$ cat config.mk
export PLATFORM = sky130hd
export DESIGN_NAME = flbc_front
export DESIGN_NICKNAME = d
export VERILOG_FILES = /design/src/rtl/core/first_order_lowpass_bilinear_core_defines.svh /design/src/rtl/core/flbc_pkg.sv /design/src/rtl/core/flbc_front.sv
export SDC_FILE = /design/constraint.sdc
export NUM_CORES = 1
export LEC_CHECK = 0
export ABC_CLOCK_PERIOD_IN_PS = 2120
export BUFFER_PORTS_ARGS = -buffer_cell sky130_fd_sc_hd__buf_2
export CAP_MARGIN = 20
export CORE_ASPECT_RATIO = 1.5
export CORE_UTILIZATION = 35
export CTS_CLUSTER_SIZE = 16
export DETAILED_ROUTE_END_ITERATION = 8
export SLEW_MARGIN = 25
export SYNTH_ARGS = -nofsm -noshare
export SYNTH_HDL_FRONTEND = slang
export SYNTH_SLANG_ARGS = --single-unit
$ cat constraint.sdc
create_clock -name clock -period 2.12 [get_ports clock]
set_input_delay 0.636 -clock clock [delete_from_list [all_inputs] [get_ports clock]]
set_output_delay 0.636 -clock clock [all_outputs]
set_load 0.01 [all_outputs]
$ cat src/rtl/core/first_order_lowpass_bilinear_core_defines.svh
`ifndef FIRST_ORDER_LOWPASS_BILINEAR_CORE_DEFINES_SVH
`define FIRST_ORDER_LOWPASS_BILINEAR_CORE_DEFINES_SVH

// Concurrent check, switched off while reset is high.
`define FLBC_ASSERT(label, clk, rst, prop, msg) \
   label: assert property (@(posedge clk) disable iff (rst) prop) else $error(msg);

// Concurrent check that is evaluated at every edge, reset included.
`define FLBC_ASSERT_ALWAYS(label, clk, prop, msg) \
   label: assert property (@(posedge clk) prop) else $error(msg);

`endif

$ cat src/rtl/core/flbc_pkg.sv
`timescale 1ns / 1ps

package flbc_pkg;

   // Field widths.
   localparam int SAMPLE_WIDTH    = 16;
   localparam int COEF_FRAC_BITS  = 30;
   localparam int PERIOD_WIDTH    = 32;
   localparam int CUTOFF_WIDTH    = 20;
   localparam int CSR_INDEX_WIDTH = 2;
   localparam int CSR_DATA_WIDTH  = 32;

   // Datapath widths.
   localparam int PW_WIDTH      = PERIOD_WIDTH + CUTOFF_WIDTH;
   localparam int DEN_WIDTH     = PW_WIDTH + 1;
   localparam int QUO_WIDTH     = COEF_FRAC_BITS + 1;
   localparam int AQ_WIDTH      = COEF_FRAC_BITS + 1;
   localparam int COEF_WIDTH    = COEF_FRAC_BITS + 2;
   localparam int XSUM_WIDTH    = SAMPLE_WIDTH + 1;
   localparam int PROD_WIDTH    = COEF_WIDTH + XSUM_WIDTH;
   localparam int ACC_WIDTH     = PROD_WIDTH + 1;
   localparam int YFULL_WIDTH   = ACC_WIDTH - COEF_FRAC_BITS;
   localparam int DIV_CNT_WIDTH = $clog2(QUO_WIDTH + 1);

   // Queue between front and back.
   localparam int QUEUE_DEPTH = 2;
   localparam int QPTR_WIDTH  = $clog2(QUEUE_DEPTH);
   localparam int QCNT_WIDTH  = $clog2(QUEUE_DEPTH + 1);

   // Register reset values.
   localparam logic [PERIOD_WIDTH-1:0] SAMPLE_PERIOD_RESET = PERIOD_WIDTH'(429497);
   localparam logic [CUTOFF_WIDTH-1:0] FIXED_CUTOFF_RESET  = CUTOFF_WIDTH'(6283);

   // The constant 2 in Q.32 seconds, added to period*cutoff to form the divisor.
   localparam logic [DEN_WIDTH-1:0] DEN_BIAS = DEN_WIDTH'(1) << (PERIOD_WIDTH + 1);
   localparam logic [COEF_WIDTH-1:0] COEF_ONE = COEF_WIDTH'(1) << COEF_FRAC_BITS;
   localparam logic [AQ_WIDTH-1:0] AQ_ONE = AQ_WIDTH'(1) << COEF_FRAC_BITS;
   localparam logic signed [ACC_WIDTH-1:0] ROUND_BIAS =
      ACC_WIDTH'(1) << (COEF_FRAC_BITS - 1);

   localparam logic signed [YFULL_WIDTH-1:0] YFULL_MAX =
      YFULL_WIDTH'((64'sd1 <<< (SAMPLE_WIDTH - 1)) - 64'sd1);
   localparam logic signed [YFULL_WIDTH-1:0] YFULL_MIN =
      YFULL_WIDTH'(-(64'sd1 <<< (SAMPLE_WIDTH - 1)));
   localparam logic [SAMPLE_WIDTH-1:0] SAMPLE_MAX = {1'b0, {(SAMPLE_WIDTH-1){1'b1}}};
   localparam logic [SAMPLE_WIDTH-1:0] SAMPLE_MIN = {1'b1, {(SAMPLE_WIDTH-1){1'b0}}};

   typedef enum logic [CSR_INDEX_WIDTH-1:0] {
      CSR_SAMPLE_PERIOD   = 2'd0,
      CSR_FIXED_CUTOFF    = 2'd1,
      CSR_USE_ITEM_CUTOFF = 2'd2
   } csr_index_type;

   typedef enum logic [2:0] {
      ST_IDLE,
      ST_MUL_PW,
      ST_DIV_START,
      ST_DIV_WAIT,
      ST_COEF,
      ST_MUL,
      ST_SUM,
      ST_SAT
   } back_state_type;

   // One queued item: the sample and the cutoff already chosen by the front.
   typedef struct packed {
      logic signed [SAMPLE_WIDTH-1:0] sample;
      logic [CUTOFF_WIDTH-1:0]        cutoff;
   } item_type;

   typedef struct packed {
      logic                start;
      logic [PW_WIDTH-1:0] pw;
   } div_req_type;

   typedef struct packed {
      logic                done;
      logic [AQ_WIDTH-1:0] aq;
   } div_rsp_type;

endpackage

$ cat src/rtl/core/flbc_front.sv
`timescale 1ns / 1ps

module flbc_front (
   input  logic                                 clock,
   input  logic                                 reset,
   input  logic                                 req_valid,
   output logic                                 req_ready,
   input  logic signed [flbc_pkg::SAMPLE_WIDTH-1:0] req_sample,
   input  logic [flbc_pkg::CUTOFF_WIDTH-1:0]    req_cutoff,
   input  logic [flbc_pkg::CUTOFF_WIDTH-1:0]    fixed_cutoff,
   input  logic                                 use_item_cutoff,
   output logic                                 head_valid,
   output flbc_pkg::item_type                   head,
   input  logic                                 head_pop
);

   flbc_pkg::item_type              queue_ff [flbc_pkg::QUEUE_DEPTH];
   flbc_pkg::item_type              entry_in;
   logic [flbc_pkg::QPTR_WIDTH-1:0] wr_ptr_ff, wr_ptr_in;
   logic [flbc_pkg::QPTR_WIDTH-1:0] rd_ptr_ff, rd_ptr_in;
   logic [flbc_pkg::QCNT_WIDTH-1:0] count_ff, count_in;
   logic                            push;
   logic                            pop;

   assign req_ready  = (count_ff != flbc_pkg::QCNT_WIDTH'(flbc_pkg::QUEUE_DEPTH));
   assign head_valid = (count_ff != '0);
   assign head       = queue_ff[rd_ptr_ff];
   assign push       = req_valid && req_ready;
   assign pop        = head_pop && head_valid;

   // The cutoff source is settled here, so the back only sees one cutoff.
   always_comb begin
      entry_in.sample = req_sample;
      entry_in.cutoff = use_item_cutoff ? req_cutoff : fixed_cutoff;
   end

   always_comb begin
      wr_ptr_in = wr_ptr_ff;
      rd_ptr_in = rd_ptr_ff;
      count_in  = count_ff;
      if (push) begin
         wr_ptr_in = (wr_ptr_ff == flbc_pkg::QPTR_WIDTH'(flbc_pkg::QUEUE_DEPTH - 1)) ?
                     '0 : wr_ptr_ff + 1'b1;
      end
      if (pop) begin
         rd_ptr_in = (rd_ptr_ff == flbc_pkg::QPTR_WIDTH'(flbc_pkg::QUEUE_DEPTH - 1)) ?
                     '0 : rd_ptr_ff + 1'b1;
      end
      unique case ({push, pop})
         2'b10:   count_in = count_ff + 1'b1;
         2'b01:   count_in = count_ff - 1'b1;
         default: count_in = count_ff;
      endcase
   end

   always_ff @(posedge clock) begin
      if (reset) begin
         wr_ptr_ff <= '0;
         rd_ptr_ff <= '0;
         count_ff  <= '0;
      end else begin
         wr_ptr_ff <= wr_ptr_in;
         rd_ptr_ff <= rd_ptr_in;
         count_ff  <= count_in;
      end
   end

   always_ff @(posedge clock) begin
      if (push) begin
         queue_ff[wr_ptr_ff] <= entry_in;
      end
   end

endmodule

# --- Word level (Yosys, flattened, before mapping) ---
# Memory sizes are Yosys's and may differ from the RTL's. A register that Yosys moved wholly into a read port is not among the register bits.
# Cells that the tools add are included.
word_totals:
  regBits: 4
  out_inout_bits: 38
  mem_count: 1
  mem_bits_rw: 72
op_classes:
  n_addsub: 4
  n_eq_ne: 3
  n_reduce_logical: 4
  muxes: 8
memory_table:
  columns: ["memory", "depth", "word_bits", "read_ports", "rd_clocked_by_memory_dff", "wr", "line", "text"]
  rows:
  - ["queue_ff", 2, 36, 1, 1, 1, "flbc_front.sv:17", "flbc_pkg::item_type queue_ff [flbc_pkg::QUEUE_DEPTH];"]
ops:
  columns: ["operator", "n"]
  rows:
  - ["$mux W20", 1]
  - ["$mux W1", 6]
  - ["$pmux W2 S2", 1]
  - ["$reduce_bool A2 Y1", 2]
  - ["$add A1 B1 Y1 const B", 2]
  - ["$add A2 B1 Y2 const B", 1]
  - ["$eq A2 B1 Y1 const B", 1]
  - ["$eq A2 B2 Y1 const B", 1]
  - ["$logic_and A1 B1 Y1", 2]
  - ["$ne A2 B2 Y1 const B", 1]
  - ["$sub A2 B1 Y2 const B", 1]

# --- Logic depth before layout (Yosys ltp) ---
logic_depth:
  word_depth: 4
  mapped_depth: 6

# --- Worst setup path before layout ---
# No wires, ideal clock.
synth_timing:
  kind: "reg-to-reg"
  from: "register count_ff[0] in the netlist's numbering"
  to: "memory queue_ff[1][0] in the netlist's numbering, enable pin"
  required_ns: 1.723
  setup_ns: 0.397
  stages_incl_launch_ff: 3
  path_slack_ns: 0.146
  n_path_buf: 0
  arrival_time_ns: 1.577
  cell_sequence: "dfxtp_1 nand2b_1 and3_1"
synth_via:
  elab_chain_len: 4
synth_lines:
  columns: ["element", "line", "text"]
  rows:
  - ["start, declared", "flbc_front.sv:21", "logic [flbc_pkg::QCNT_WIDTH-1:0] count_ff, count_in;"]
  - ["start signal, assigned", "flbc_front.sv:64", "count_ff <= count_in;"]
  - ["$ne A2 B2 Y1", "flbc_front.sv:25", "assign req_ready = (count_ff != flbc_pkg::QCNT_WIDTH'(flbc_pkg::QUEUE_DEPTH));"]
  - ["net req_ready", "flbc_front.sv:7", "output logic req_ready,"]
  - ["$logic_and A1 B1 Y1", "flbc_front.sv:28", "assign push = req_valid && req_ready;"]
  - ["$mux W1", "flbc_front.sv:69", "if (push) begin"]
  - ["$mux W1 (not written as such)", "flbc_front.sv:70", "queue_ff[wr_ptr_ff] <= entry_in;"]
  - ["end, declared", "flbc_front.sv:17", null]
# The timed path passes the listed nets, and every way through them passes these cells.

==> run summary <==
FF+latch count, synth = 77
Hold WC Path Type = in -> reg
status = finished, final reports clean
Arrival @ worst endpoint = 1.39 ns
Die Span Y = 116.2 um
Comb pwr share = 26.8%
hold depth = 1
Internal = 3381 uW
CTS clk-pin slew, worst paths = 0.05 ns
Slew headroom = 68.59%
Routed WL = 5.437 mm
Total GRT Usage = 12.83%
worst hold start = req_sample[15]
hold path endpoint = queue_ff[1][35]$_DFFE_PP_
Final min period = 2.022 ns
Clk Latency, worst-skew pair = 0.33 ns
GR Overflow Total = 0
crit-path max FO = 18
Yosys cell types = 19
Layout Nets = 328
routed length per instance = 14.38 um
Final Setup Violations = 0
Routed Antenna Nets = 0
clock root buffer = clkbuf_16
GPL Wtd Cong = 0.6839
# diodes = 0
number of global-route vias before repair = 1754
top cell type's share of synthesized area = 70.99%
Syn. warnings = 0
Synth Instances = 158
vias = 1705
Syn Area/Cell = 19.27 um^2
Max rail drop VDD = 756.8 uV
CTS Buf Count = 9
syn_nets = 220
final worst-path cycle share = 95.38%
Die X-Extent = 78.16 um
largest net degree at the start of global routing = 37
Reg area = 0.002263 mm^2
Peak Freq = 0.4945 GHz
Synth area leader = edfxtp_1
H-tree Lvls = 3
Mapped Area = 0.003045 mm^2
io pins = 99
Core ar. = 0.008413 mm^2
top cells by area, synth = edfxtp_1 (71%), mux2_2 (21%), dfxtp_1 (3.3%), buf_2 (0.99%), xnor2_1 (0.58%)
commonest non-fill, non-tap cell in the layout = buf_2
Pleak = 0.001527 uW
RSZ-0062 raised after global routing = no
CP Capture Type = output pin
drt pass-1 iters = 4
CP Launch Type = register
Sequential Power Share = 44.0%
worst r2r src = count_ff[0]$_SDFFE_PP0P_
layout cells sized above 1 = 64.21%
first-pass GRT wire length = 8.224 mm
quantity of I/O buffers inserted on ports = 98
NetSw = 1191 uW
DR DRC count = 0
worst slew pin tran = 0.4711 ns
CTS tree = done
Clock Power Share = 29.2%
RR Endpoint = count_ff[1]$_SDFFE_PP0P_
synthesis-to-layout area growth = 30.40%
footprint of the multi-input gates = 750.7 um^2
Initial DRC Count = 51
r2r setup slk = 0.54 ns
Worst R2R Path Depth = 5
vias per cell = 4.511
row cnt = 41
Fin. Hold Viols = 0
Max Cap Viol = 0
most frequent cells in the layout = buf_2 (98), edfxtp_1 (72), mux2_2 (56)
CP Class = reg -> out
Max Slew Vio Count = 0
DP Cell Count = 362
CTS sink count = 77
Setup Skew = 0.003262 ns
register area share after synthesis = 74.28%
Pwr Density = 1151 mW/mm^2
initial antenna violation count = 0
# hold bufs at CTS = 0
DP HPWL = 3.734 mm
Fillers = 753
final cell count without fillers = 378
clk buf depth = 2
WP data required = 1.48 ns
Sw Share = 26.05%
die area = 0.009086 mm^2
TNS Setup = 0 ns
Initial Util = 36.20%
[metal layers]
metal | global-route usage [%] | vias up | part of all wire, %
met4 | 7.778 | 0 | 2.5
li1 | - | 835 | -
met5 | 0 | - | 0
met3 | 5.391 | 9 | 7.3
met2 | 22.69 | 67 | 53
met1 | 12.35 | 794 | 37
[cell usage after synthesis]
cell	n
edfxtp_1	72
mux2_2	56
buf_2	6
dfxtp_1	5
nor2_1	3
a21oi_1	2
xnor2_1	2
a21bo_2	1
and3_1	1
ha_1	1
inv_1	1
nand2_1	1
nand2b_1	1
nand3b_1	1
o21a_1	1
o21ai_0	1
or2_2	1
or3_1	1
xor2_1	1
[cells by family after synthesis]
group	count (synthesis)	share of synthesized area, %
xor gates and xnor gates	3	0.8629
buffers and inverters	7	1.109
and+or+nand+nor	9	1.562
muxes	56	20.71
AOI/OAI and AO/OA	5	1.068
adders and majority gates	1	0.4108
DFF	77	74.28
[critical path, cell delays in order, from the launching register on]
cell and delay (ns):
dfxtp_2 0.35, buf_6 0.20, mux2_2 0.36, buf_2 0.14
[flip-flops by register name (all words and copies together), names as in the netlist, named ones only]
signal and count:
rd_ptr_ff 1, queue_ff 72, wr_ptr_ff 1, count_ff 2
[layout make-up]
class,instances,share of cell area [%]
Multi-Input combinational cell,74,18.90
Tap cell,107,3.371
Timing Repair Buffer,103,14.02
Sequential cell,77,56.99
Inverter,1,0.09452
Clock buffer,14,6.396
Clock inverter,2,0.2205
[worst max path at each step]
stage / end / cells after the start / from
after global routing: head[30] / 3 / register
after global placement: head[21] / 3 / register
final: head[30] / 3 / register
after CTS: head[30] / 3 / register
after floorplan: queue_ff[1][0]$_DFFE_PP_ / 2 / count_ff[0]$_SDFFE_PP0P_
after detailed placement: head[30] / 3 / register
[power groups by stage]
stage	sequential, uW	combinational [uW]	clock (uW)
after global routing	2040	1340	1440
after global placement	2030	1240	0
after floorplan	2020	784	0
final	2010	1230	1330
after detailed placement	2040	1250	0
after CTS	2020	1260	1380
[metrics by stage]
stage	setup WS (ns)	cell area [um^2]	total power, uW	hold WS (ns)	utilization, %
after global routing	0.04262	3971	4816	0.4814	47.20
after detailed placement	0.3604	3705	3293	0.5175	44.04
after global placement	0.3751	3705	3275	0.5032	44.04
after floorplan	0.1464	3045	2801	0.4739	-
final	0.09789	3971	4571	0.4937	47.20
after CTS	0.05725	3971	4660	0.4780	47.20
[what timing repair did]
item,in CTS,in global routing
setup buffers,0,0
endpoints found under the setup margin,3,0
gates resized for setup,1,0
hold endpoints to repair,0,0
Note: power is estimated with default switching activity, not from simulation.
