--- src/rtl/core/first_order_lowpass_bilinear_core_defines.svh ---
`ifndef FIRST_ORDER_LOWPASS_BILINEAR_CORE_DEFINES_SVH
`define FIRST_ORDER_LOWPASS_BILINEAR_CORE_DEFINES_SVH

// Concurrent check, switched off while reset is high.
`define FLBC_ASSERT(label, clk, rst, prop, msg) \
   label: assert property (@(posedge clk) disable iff (rst) prop) else $error(msg);

// Concurrent check that is evaluated at every edge, reset included.
`define FLBC_ASSERT_ALWAYS(label, clk, prop, msg) \
   label: assert property (@(posedge clk) prop) else $error(msg);

`endif

--- src/rtl/core/flbc_pkg.sv ---
`timescale 1ns / 1ps

package flbc_pkg;

   // Field widths.
   localparam int SAMPLE_WIDTH    = 16;
   localparam int COEF_FRAC_BITS  = 30;
   localparam int PERIOD_WIDTH    = 32;
   localparam int CUTOFF_WIDTH    = 20;
   localparam int CSR_INDEX_WIDTH = 2;
   localparam int CSR_DATA_WIDTH  = 32;

   // Datapath widths.
   localparam int PW_WIDTH      = PERIOD_WIDTH + CUTOFF_WIDTH;
   localparam int DEN_WIDTH     = PW_WIDTH + 1;
   localparam int QUO_WIDTH     = COEF_FRAC_BITS + 1;
   localparam int AQ_WIDTH      = COEF_FRAC_BITS + 1;
   localparam int COEF_WIDTH    = COEF_FRAC_BITS + 2;
   localparam int XSUM_WIDTH    = SAMPLE_WIDTH + 1;
   localparam int PROD_WIDTH    = COEF_WIDTH + XSUM_WIDTH;
   localparam int ACC_WIDTH     = PROD_WIDTH + 1;
   localparam int YFULL_WIDTH   = ACC_WIDTH - COEF_FRAC_BITS;
   localparam int DIV_CNT_WIDTH = $clog2(QUO_WIDTH + 1);

   // Queue between front and back.
   localparam int QUEUE_DEPTH = 2;
   localparam int QPTR_WIDTH  = $clog2(QUEUE_DEPTH);
   localparam int QCNT_WIDTH  = $clog2(QUEUE_DEPTH + 1);

   // Register reset values.
   localparam logic [PERIOD_WIDTH-1:0] SAMPLE_PERIOD_RESET = PERIOD_WIDTH'(429497);
   localparam logic [CUTOFF_WIDTH-1:0] FIXED_CUTOFF_RESET  = CUTOFF_WIDTH'(6283);

   // The constant 2 in Q.32 seconds, added to period*cutoff to form the divisor.
   localparam logic [DEN_WIDTH-1:0] DEN_BIAS = DEN_WIDTH'(1) << (PERIOD_WIDTH + 1);
   localparam logic [COEF_WIDTH-1:0] COEF_ONE = COEF_WIDTH'(1) << COEF_FRAC_BITS;
   localparam logic [AQ_WIDTH-1:0] AQ_ONE = AQ_WIDTH'(1) << COEF_FRAC_BITS;
   localparam logic signed [ACC_WIDTH-1:0] ROUND_BIAS =
      ACC_WIDTH'(1) << (COEF_FRAC_BITS - 1);

   localparam logic signed [YFULL_WIDTH-1:0] YFULL_MAX =
      YFULL_WIDTH'((64'sd1 <<< (SAMPLE_WIDTH - 1)) - 64'sd1);
   localparam logic signed [YFULL_WIDTH-1:0] YFULL_MIN =
      YFULL_WIDTH'(-(64'sd1 <<< (SAMPLE_WIDTH - 1)));
   localparam logic [SAMPLE_WIDTH-1:0] SAMPLE_MAX = {1'b0, {(SAMPLE_WIDTH-1){1'b1}}};
   localparam logic [SAMPLE_WIDTH-1:0] SAMPLE_MIN = {1'b1, {(SAMPLE_WIDTH-1){1'b0}}};

   typedef enum logic [CSR_INDEX_WIDTH-1:0] {
      CSR_SAMPLE_PERIOD   = 2'd0,
      CSR_FIXED_CUTOFF    = 2'd1,
      CSR_USE_ITEM_CUTOFF = 2'd2
   } csr_index_type;

   typedef enum logic [2:0] {
      ST_IDLE,
      ST_MUL_PW,
      ST_DIV_START,
      ST_DIV_WAIT,
      ST_COEF,
      ST_MUL,
      ST_SUM,
      ST_SAT
   } back_state_type;

   // One queued item: the sample and the cutoff already chosen by the front.
   typedef struct packed {
      logic signed [SAMPLE_WIDTH-1:0] sample;
      logic [CUTOFF_WIDTH-1:0]        cutoff;
   } item_type;

   typedef struct packed {
      logic                start;
      logic [PW_WIDTH-1:0] pw;
   } div_req_type;

   typedef struct packed {
      logic                done;
      logic [AQ_WIDTH-1:0] aq;
   } div_rsp_type;

endpackage

--- src/rtl/core/flbc_back.sv ---
`timescale 1ns / 1ps
`include "first_order_lowpass_bilinear_core_defines.svh"

module flbc_back (
   input  logic                                     clock,
   input  logic                                     reset,
   input  logic                                     head_valid,
   input  flbc_pkg::item_type                       head,
   output logic                                     head_pop,
   input  logic [flbc_pkg::PERIOD_WIDTH-1:0]        sample_period,
   output flbc_pkg::div_req_type                    div_req,
   input  flbc_pkg::div_rsp_type                    div_rsp,
   output logic                                     rsp_valid,
   input  logic                                     rsp_ready,
   output logic signed [flbc_pkg::SAMPLE_WIDTH-1:0] rsp_filtered,
   output logic                                     rsp_clamped
);

   flbc_pkg::back_state_type                  state_ff, state_in;
   logic signed [flbc_pkg::SAMPLE_WIDTH-1:0]  sample_ff, sample_in;
   logic [flbc_pkg::CUTOFF_WIDTH-1:0]         cutoff_ff, cutoff_in;
   logic signed [flbc_pkg::SAMPLE_WIDTH-1:0]  xprev_ff, xprev_in;
   logic signed [flbc_pkg::SAMPLE_WIDTH-1:0]  yprev_ff, yprev_in;
   logic [flbc_pkg::PW_WIDTH-1:0]             pw_ff, pw_in;
   logic signed [flbc_pkg::XSUM_WIDTH-1:0]    xsum_ff, xsum_in;
   logic [flbc_pkg::AQ_WIDTH-1:0]             aq_ff, aq_in;
   logic signed [flbc_pkg::COEF_WIDTH-1:0]    aq_s;
   logic signed [flbc_pkg::COEF_WIDTH-1:0]    bq_ff, bq_in;
   logic signed [flbc_pkg::PROD_WIDTH-1:0]    p1_ff, p1_in;
   logic signed [flbc_pkg::PROD_WIDTH-1:0]    p2_ff, p2_in;
   logic signed [flbc_pkg::ACC_WIDTH-1:0]     acc_ff, acc_in;
   logic signed [flbc_pkg::YFULL_WIDTH-1:0]   yfull;
   logic [flbc_pkg::SAMPLE_WIDTH-1:0]         ysat;
   logic                                      yclamp;
   logic                                      rsp_valid_ff, rsp_valid_in;
   logic signed [flbc_pkg::SAMPLE_WIDTH-1:0]  rsp_filtered_ff, rsp_filtered_in;
   logic                                      rsp_clamped_ff, rsp_clamped_in;
   logic                                      load;

   assign aq_s = {1'b0, aq_ff};

   // Round, then saturate to the sample range.
   always_comb begin
      yfull = acc_ff[flbc_pkg::ACC_WIDTH-1:flbc_pkg::COEF_FRAC_BITS];
      priority if (yfull > flbc_pkg::YFULL_MAX) begin
         ysat   = flbc_pkg::SAMPLE_MAX;
         yclamp = 1'b1;
      end else if (yfull < flbc_pkg::YFULL_MIN) begin
         ysat   = flbc_pkg::SAMPLE_MIN;
         yclamp = 1'b1;
      end else begin
         ysat   = yfull[flbc_pkg::SAMPLE_WIDTH-1:0];
         yclamp = 1'b0;
      end
   end

   always_comb begin
      state_in        = state_ff;
      sample_in       = sample_ff;
      cutoff_in       = cutoff_ff;
      xprev_in        = xprev_ff;
      yprev_in        = yprev_ff;
      pw_in           = pw_ff;
      xsum_in         = xsum_ff;
      aq_in           = aq_ff;
      bq_in           = bq_ff;
      p1_in           = p1_ff;
      p2_in           = p2_ff;
      acc_in          = acc_ff;
      rsp_filtered_in = rsp_filtered_ff;
      rsp_clamped_in  = rsp_clamped_ff;
      head_pop        = 1'b0;
      div_req.start   = 1'b0;
      div_req.pw      = pw_ff;
      load            = 1'b0;
      unique case (state_ff)
         flbc_pkg::ST_IDLE: begin
            if (head_valid) begin
               head_pop  = 1'b1;
               sample_in = head.sample;
               cutoff_in = head.cutoff;
               state_in  = flbc_pkg::ST_MUL_PW;
            end
         end
         flbc_pkg::ST_MUL_PW: begin
            pw_in    = sample_period * cutoff_ff;
            xsum_in  = flbc_pkg::XSUM_WIDTH'(sample_ff) + flbc_pkg::XSUM_WIDTH'(xprev_ff);
            state_in = flbc_pkg::ST_DIV_START;
         end
         flbc_pkg::ST_DIV_START: begin
            div_req.start = 1'b1;
            state_in      = flbc_pkg::ST_DIV_WAIT;
         end
         flbc_pkg::ST_DIV_WAIT: begin
            if (div_rsp.done) begin
               aq_in    = div_rsp.aq;
               state_in = flbc_pkg::ST_COEF;
            end
         end
         flbc_pkg::ST_COEF: begin
            // b = 2a - 1 in the same fixed point.
            bq_in    = {aq_ff, 1'b0} - flbc_pkg::COEF_ONE;
            state_in = flbc_pkg::ST_MUL;
         end
         flbc_pkg::ST_MUL: begin
            p1_in    = aq_s * xsum_ff;
            p2_in    = bq_ff * yprev_ff;
            state_in = flbc_pkg::ST_SUM;
         end
         flbc_pkg::ST_SUM: begin
            acc_in   = flbc_pkg::ACC_WIDTH'(p1_ff) - flbc_pkg::ACC_WIDTH'(p2_ff)
                       + flbc_pkg::ROUND_BIAS;
            state_in = flbc_pkg::ST_SAT;
         end
         flbc_pkg::ST_SAT: begin
            if (!rsp_valid_ff || rsp_ready) begin
               load            = 1'b1;
               rsp_filtered_in = ysat;
               rsp_clamped_in  = yclamp;
               xprev_in        = sample_ff;
               yprev_in        = ysat;
               state_in        = flbc_pkg::ST_IDLE;
            end
         end
         default: state_in = flbc_pkg::ST_IDLE;
      endcase
      rsp_valid_in = load || (rsp_valid_ff && !rsp_ready);
   end

   always_ff @(posedge clock) begin
      if (reset) begin
         state_ff     <= flbc_pkg::ST_IDLE;
         xprev_ff     <= '0;
         yprev_ff     <= '0;
         rsp_valid_ff <= 1'b0;
      end else begin
         state_ff     <= state_in;
         xprev_ff     <= xprev_in;
         yprev_ff     <= yprev_in;
         rsp_valid_ff <= rsp_valid_in;
      end
   end

   always_ff @(posedge clock) begin
      sample_ff       <= sample_in;
      cutoff_ff       <= cutoff_in;
      pw_ff           <= pw_in;
      xsum_ff         <= xsum_in;
      aq_ff           <= aq_in;
      bq_ff           <= bq_in;
      p1_ff           <= p1_in;
      p2_ff           <= p2_in;
      acc_ff          <= acc_in;
      rsp_filtered_ff <= rsp_filtered_in;
      rsp_clamped_ff  <= rsp_clamped_in;
   end

   assign rsp_valid    = rsp_valid_ff;
   assign rsp_filtered = rsp_filtered_ff;
   assign rsp_clamped  = rsp_clamped_ff;

   `FLBC_ASSERT(a_clamp_at_rail, clock, reset, rsp_valid_ff && rsp_clamped_ff |-> (rsp_filtered_ff == flbc_pkg::SAMPLE_MAX) || (rsp_filtered_ff == flbc_pkg::SAMPLE_MIN), "clamped result is not at a rail")
   `FLBC_ASSERT(a_div_done_in_wait, clock, reset, div_rsp.done |-> state_ff == flbc_pkg::ST_DIV_WAIT, "divider finished outside the wait state")
   `FLBC_ASSERT(a_aq_bound, clock, reset, div_rsp.done |-> div_rsp.aq <= flbc_pkg::AQ_ONE, "coefficient a exceeds one")
   `FLBC_ASSERT_ALWAYS(a_hold_on_stall, clock, !reset && state_ff == flbc_pkg::ST_SAT && rsp_valid_ff && !rsp_ready |=> reset || state_ff == flbc_pkg::ST_SAT, "result overwrote a stalled beat")

endmodule

--- config.mk ---
export PLATFORM = sky130hd
export DESIGN_NAME = flbc_back
export DESIGN_NICKNAME = d
export VERILOG_FILES = /design/src/rtl/core/flbc_pkg.sv /design/src/rtl/core/flbc_back.sv
export VERILOG_INCLUDE_DIRS = /design/src /design/src/rtl/core
export SDC_FILE = /design/constraint.sdc
export NUM_CORES = 2
export LEC_CHECK = 0
export ABC_CLOCK_PERIOD_IN_PS = 8700
export BUFFER_PORTS_ARGS = -buffer_cell sky130_fd_sc_hd__buf_4
export CAP_MARGIN = 0
export CORE_UTILIZATION = 60
export CTS_BUF_LIST = sky130_fd_sc_hd__clkbuf_2 sky130_fd_sc_hd__clkbuf_4 sky130_fd_sc_hd__clkbuf_8
export DETAILED_ROUTE_END_ITERATION = 10
export GPL_TIMING_DRIVEN = 0
export HOLD_SLACK_MARGIN = 0.12
export PLACE_DENSITY = 0.86
export SETUP_SLACK_MARGIN = 0.15
export SYNTH_ARGS = -nofsm -noshare
export SYNTH_HDL_FRONTEND = slang
export SYNTH_SLANG_ARGS = --single-unit
--- constraint.sdc ---
create_clock -name clock -period 8.7 [get_ports clock]
set_input_delay 0 -clock clock [delete_from_list [all_inputs] [get_ports clock]]
set_output_delay 0 -clock clock [all_outputs]
set_load 0.02 [all_outputs]
**Word-level counts from Yosys, hierarchy flattened**

Cells that the tools add are included.

- Output and inout bits: 72
- Register bits: 368
- Logic and storage cells: 56

- Equal/unequal tests: 10
- Multiply operators: 3
- Add/sub/neg operators: 4
- $lt $le $gt $ge: 2
- Reduce and logical (&&, ||, !) cells: 10
- Multiplexer cells: 12

Operator list:

| cell | number |
|---|---|
| multiplier 32 x 20 -> 52 bit | 1 |
| adder 50 x 31 -> 50 bit, second input constant | 1 |
| subtractor 49 x 48 -> 50 bit | 1 |
| multiplier 32 x 17 -> 49 bit | 1 |
| multiplier 32 x 16 -> 48 bit | 1 |
| two-way mux 16 bit | 2 |
| subtractor 32 x 31 -> 32 bit, second input constant | 1 |
| case mux 3 bit (8 select lines) | 1 |
| greater-than comparator 20 x 16 -> 1 bit, second input constant | 1 |
| < comparator 20 x 16 -> 1 bit, second input constant | 1 |
| adder 16 x 16 -> 17 bit | 1 |
| == test 3 bit, second input constant | 4 |
| two-way mux 3 bit | 3 |
| == test 3 x 2 -> 1 bit, second input constant | 2 |
| two-way mux 1 bit | 6 |
| inequality test 2 bit, second input constant | 3 |
| AND reduction 2 bit | 3 |
| == test 3 x 1 -> 1 bit, second input constant | 1 |
| zero test 3 bit | 1 |
| AND reduction 3 bit | 1 |
| zero test 1 bit | 2 |
| logical OR 1 bit | 2 |
| logical AND 1 bit | 1 |

**Longest topological paths before layout**

- Depth after elaboration: 5
- Mapped depth: 27
- Depth with buffers taken out: 26

**Worst setup path after synthesis**

OpenSTA, ideal clock, no wires.

- Path kind: register -> register
- Start: register state_ff[2]
- End: register p1_ff[10] (netlist bit), enable pin
- Required time: 8.015 ns
- Cell stages (with the launch flop): 4
- Path slack: 0.420 ns
- Arrival time: 7.596 ns
- Setup time: 0.685 ns
- Path through: dfxtp_1 clkbuf_1 inv_1 nor3b_1

- Word-level cells in the longest chain between the ends: 1

Ends and longest elaborated chain:

| item | RTL line | source |
|---|---|---|
| from (decl) | flbc_back.sv:19 | `flbc_pkg::back_state_type state_ff, state_in;` |
| from (signal assigned) | flbc_back.sv:132 | `state_ff <= flbc_pkg::ST_IDLE;` |
| from (signal assigned) | flbc_back.sv:137 | `state_ff <= state_in;` |
| == test 3 bit | flbc_back.sv:76 | `unique case (state_ff)` |
| to (signal assigned) | flbc_back.sv:151 | `p1_ff <= p1_in;` |
| to (decl) | flbc_back.sv:29 | `logic signed [flbc_pkg::PROD_WIDTH-1:0] p1_ff, p1_in;` |

No other way between the ends.
A chain may end at the register's enable or synchronous reset.

**Worst setup path after layout**

- Start: register cutoff_ff[14] (netlist bit)
- End: register pw_ff[50] (netlist bit) (data pin)

- Word-level cells in the longest chain between the ends: 1

Ends and longest elaborated chain:

| item | RTL line | source |
|---|---|---|
| from (decl) | flbc_back.sv:21 | `logic [flbc_pkg::CUTOFF_WIDTH-1:0] cutoff_ff, cutoff_in;` |
| from (signal assigned) | flbc_back.sv:146 | `cutoff_ff <= cutoff_in;` |
| multiplier 32 x 20 -> 52 bit | flbc_back.sv:86 | `pw_in = sample_period * cutoff_ff;` |
| to (signal assigned) | flbc_back.sv:147 | `pw_ff <= pw_in;` |
| to (decl) | flbc_back.sv:24 | `logic [flbc_pkg::PW_WIDTH-1:0] pw_ff, pw_in;` |

No other way between the ends.

==> impl_results.md <==
* CTS Buf Count at 66
* TritonCTS clock tree: done
* Post-Place Worst Slack at -0.136 ns
* Final setup viols at 0
* Placed Area at 71500 µm²
* Fin crit period at 8.52 ns
* Post-DRT Antenna Nets at 0
* Largest net degree at the start of global routing at 30
* Setup CP Type: reg2reg
* Clock buffer depth at 3
* DRT iter0 DRCs at 4639
* First-pass GRT wire length at 325000 µm
* Min-Delay Path Class: in2reg
* Initial antenna violation count at 9
* Asr flop ratio synth at 0%
* Gate Count Post-Synth at 7128
* # rows at 123
* CP arrival at 9.08 ns
* Clock root cell: clkbuf_8
* Gr usage total at 37.5%
* Synth Flop Type: edfxtp_1
* CORE AREA at 113000 µm²
* I/O pins at 176
* Status: complete, no violations
* Die Y at 339 µm
* Number of remaining DRC errors at 0
* Clock slew at reported path FFs at 0.07 ns
* Ys Warns at 0
* Fillers at 8813
* EDFF count, synth at 299
* Crit share post-route at 97.9%
* Hold Fails Final Rpt at 0
* H-tree level count at 3
* Final wirelength at 209000 µm
* Crit end category: flop
* Final instance area at 74600 µm²
* Syn nets at 9216
* Post-synth top area share at 42.3%
* # nets final at 9604
* Vias in the first global route at 56.5k
* Die area at 115000 µm²
* Final WS setup at 0.183 ns
* Placed wire-length estimate at 170000 µm
* Skew final at 0.0880 ns
* Dominant cell type by area after synthesis: fa_1
* Setup crit start kind: flop
* Placed Cells at 8796
* Die extent in x at 339 µm
* Fin cells at 9069
* RSZ-0062 raised after global routing: yes
* Via density at 5.76
* Worst Max-Slew Pin Slew at 1.17 ns
* FMAX at 117 MHz
* Largest cells by area after synthesis: fa_1, edfxtp_1, ha_1, inv_1, and2_1
* Clock sinks at 335
* Seq cells post-synth at 335
* Worst-path fanout max at 10
* Area Overhead vs Synth at 9.26%
* CP required at 9.26 ns
* Final slew viol count at 0
* Via count at 52.3k
* Remaining global-route overflow at 0
* Commonest cells in the netlist: inv_1, fa_1, nand2_1, and2_1, ha_1
* Routability Congestion at 1.02
* Seq/Total Area, Yosys at 14.2%
* Initial Utilization at 60.6%
* Post-synth cell types at 79
* Worst-Skew Late Latency at 0.80 ns
* Fin Hold WS at 0.267 ns
* Worst rel slew slack at 22.2%
* Post-Syn Area at 68300 µm²
* Port Buffers at 142
* DR WL/cell at 23.1 µm
* First-pass DRT Iterations at 6
* Max cap viols at 0
* Mean post-synth cell area at 9.58 µm²
* Layout cells sized above 1 at 4.88%
* Most numerous cell in the Yosys netlist: inv_1
[worst max-delay path: stages (launching register included)]
cell and delay (ns):
edfxtp_1 0.60, clkbuf_2 0.37, and2_1 0.24, fa_1 0.56, inv_1 0.06, fa_1 0.53, inv_1 0.05, fa_1 0.45
fa_1 0.51, fa_1 0.45, fa_1 0.50, inv_1 0.05, fa_1 0.55, inv_1 0.06, ha_1 0.33, and3_1 0.26
a31oi_1 0.10, o21ai_0 0.24, nor2_2 0.22, or4b_1 0.62, and4bb_1 0.28, o32a_1 0.42, o211a_4 0.30, mux2i_1 0.14
a2111oi_2 0.41
[through the flow]
stage          TNS [ns]  util [%]
2_1_floorplan         0         -
3_3_place_gp    -313.21      63.2
3_5_place_dp     -0.136      63.5
4_1_cts               0      66.0
5_1_grt         -0.0305      66.2
6_report              0      66.2
[layout by cell type, fill, tap and decap left out, types with 18 or more instances in the layout]
cell type | synthesis | final
dlygate4sd3_1 | 0 | 143
ha_1 | 540 | 540
and2_1 | 705 | 705
nand3_1 | 39 | 39
edfxtp_1 | 299 | 299
clkbuf_4 | 0 | 22
clkbuf_8 | 0 | 71
a21oi_1 | 156 | 155
mux2i_1 | 18 | 18
a21o_1 | 103 | 103
inv_1 | 1654 | 1654
clkbuf_1 | 304 | 265
nor3_1 | 25 | 24
xnor2_1 | 102 | 102
a31oi_1 | 24 | 24
dfxtp_1 | 36 | 36
xor2_1 | 52 | 52
nand2b_1 | 60 | 60
o21ai_0 | 89 | 89
nor2b_1 | 28 | 28
buf_4 | 0 | 156
fa_1 | 1444 | 1444
o21bai_1 | 20 | 20
nor2_1 | 154 | 152
nand4_1 | 25 | 25
o21a_1 | 36 | 36
clkbuf_2 | 0 | 36
nand2_1 | 1013 | 1013
[metal layers]
metal | GRT usage, % | wire length, µm | vias to the layer above
li1 | - | - | 22200
met1 | 47.1 | 75700 | 26200
met2 | 58.6 | 94800 | 3056
met3 | 9.62 | 23400 | 826
met4 | 22.6 | 15300 | 16
met5 | 0 | 126 | -
[registers in the layout, summed over array words and instances, names as in the netlist, 17 cells and up]
name	count
pw_ff	52
p1_ff	48
p2_ff	47
aq_ff	31
bq_ff	31
acc_ff	20
cutoff_ff	20
xsum_ff	17
[cells by family (layout without fill, tap and decap cells)]
family	after synthesis	count (layout)	synth area share (%)
buffers and inverters	1966	2405	10.8
XOR/XNOR	154	154	1.98
AO/OA/AOI/OAI	554	554	5.37
multiplexers	18	18	0.264
adder cells (fa/ha/maj)	1984	1984	52.2
flip-flops	335	335	14.2
AND/OR/NAND/NOR	2117	2117	15.1
other	0	2	0
[area by class of cell]
cell class              instances  area [µm²]  share of cell area (%)
repair buffers                320        2880                    3.86
plain buffers                 311        1230                    1.65
flip-flops and latches        335        9700                    13.0
well taps                    1500        1880                    2.52
diodes                          2        5.00                 0.00671
inverters                    1655        6210                    8.33
multi-input cells            4827       51300                    68.7
clock inverters                26         274                   0.367
clock buffers                  93        1140                    1.53
[timing repair]
| action | 4_1_cts | 5_1_grt |
|---|---|---|
| hold buffers | 143 | 0 |
| setup endpoints to repair | 11 | 22 |
| hold endpoints to repair | 120 | 0 |
| gates resized for setup | 13 | 72 |
| buffers inserted | 1 | 8 |
[final timing paths]
| check | slack, ns | endpoint | depth (start not counted) | startpoint |
|---|---|---|---|---|
| setup / recovery | 0.18 | pw_ff[50] | 24 | cutoff_ff[14] |
| hold / removal | 0.27 | state_ff[1] | 5 | div_rsp[31] |
| setup reg to reg | 0.18 | pw_ff[50] | 24 | cutoff_ff[14] |
| hold reg to reg | 0.46 | xprev_ff[4] | 2 | xprev_ff[4] |
Power is not shown: default switching activity piles up to over one toggle a cycle in this logic, so the estimate is an artifact.
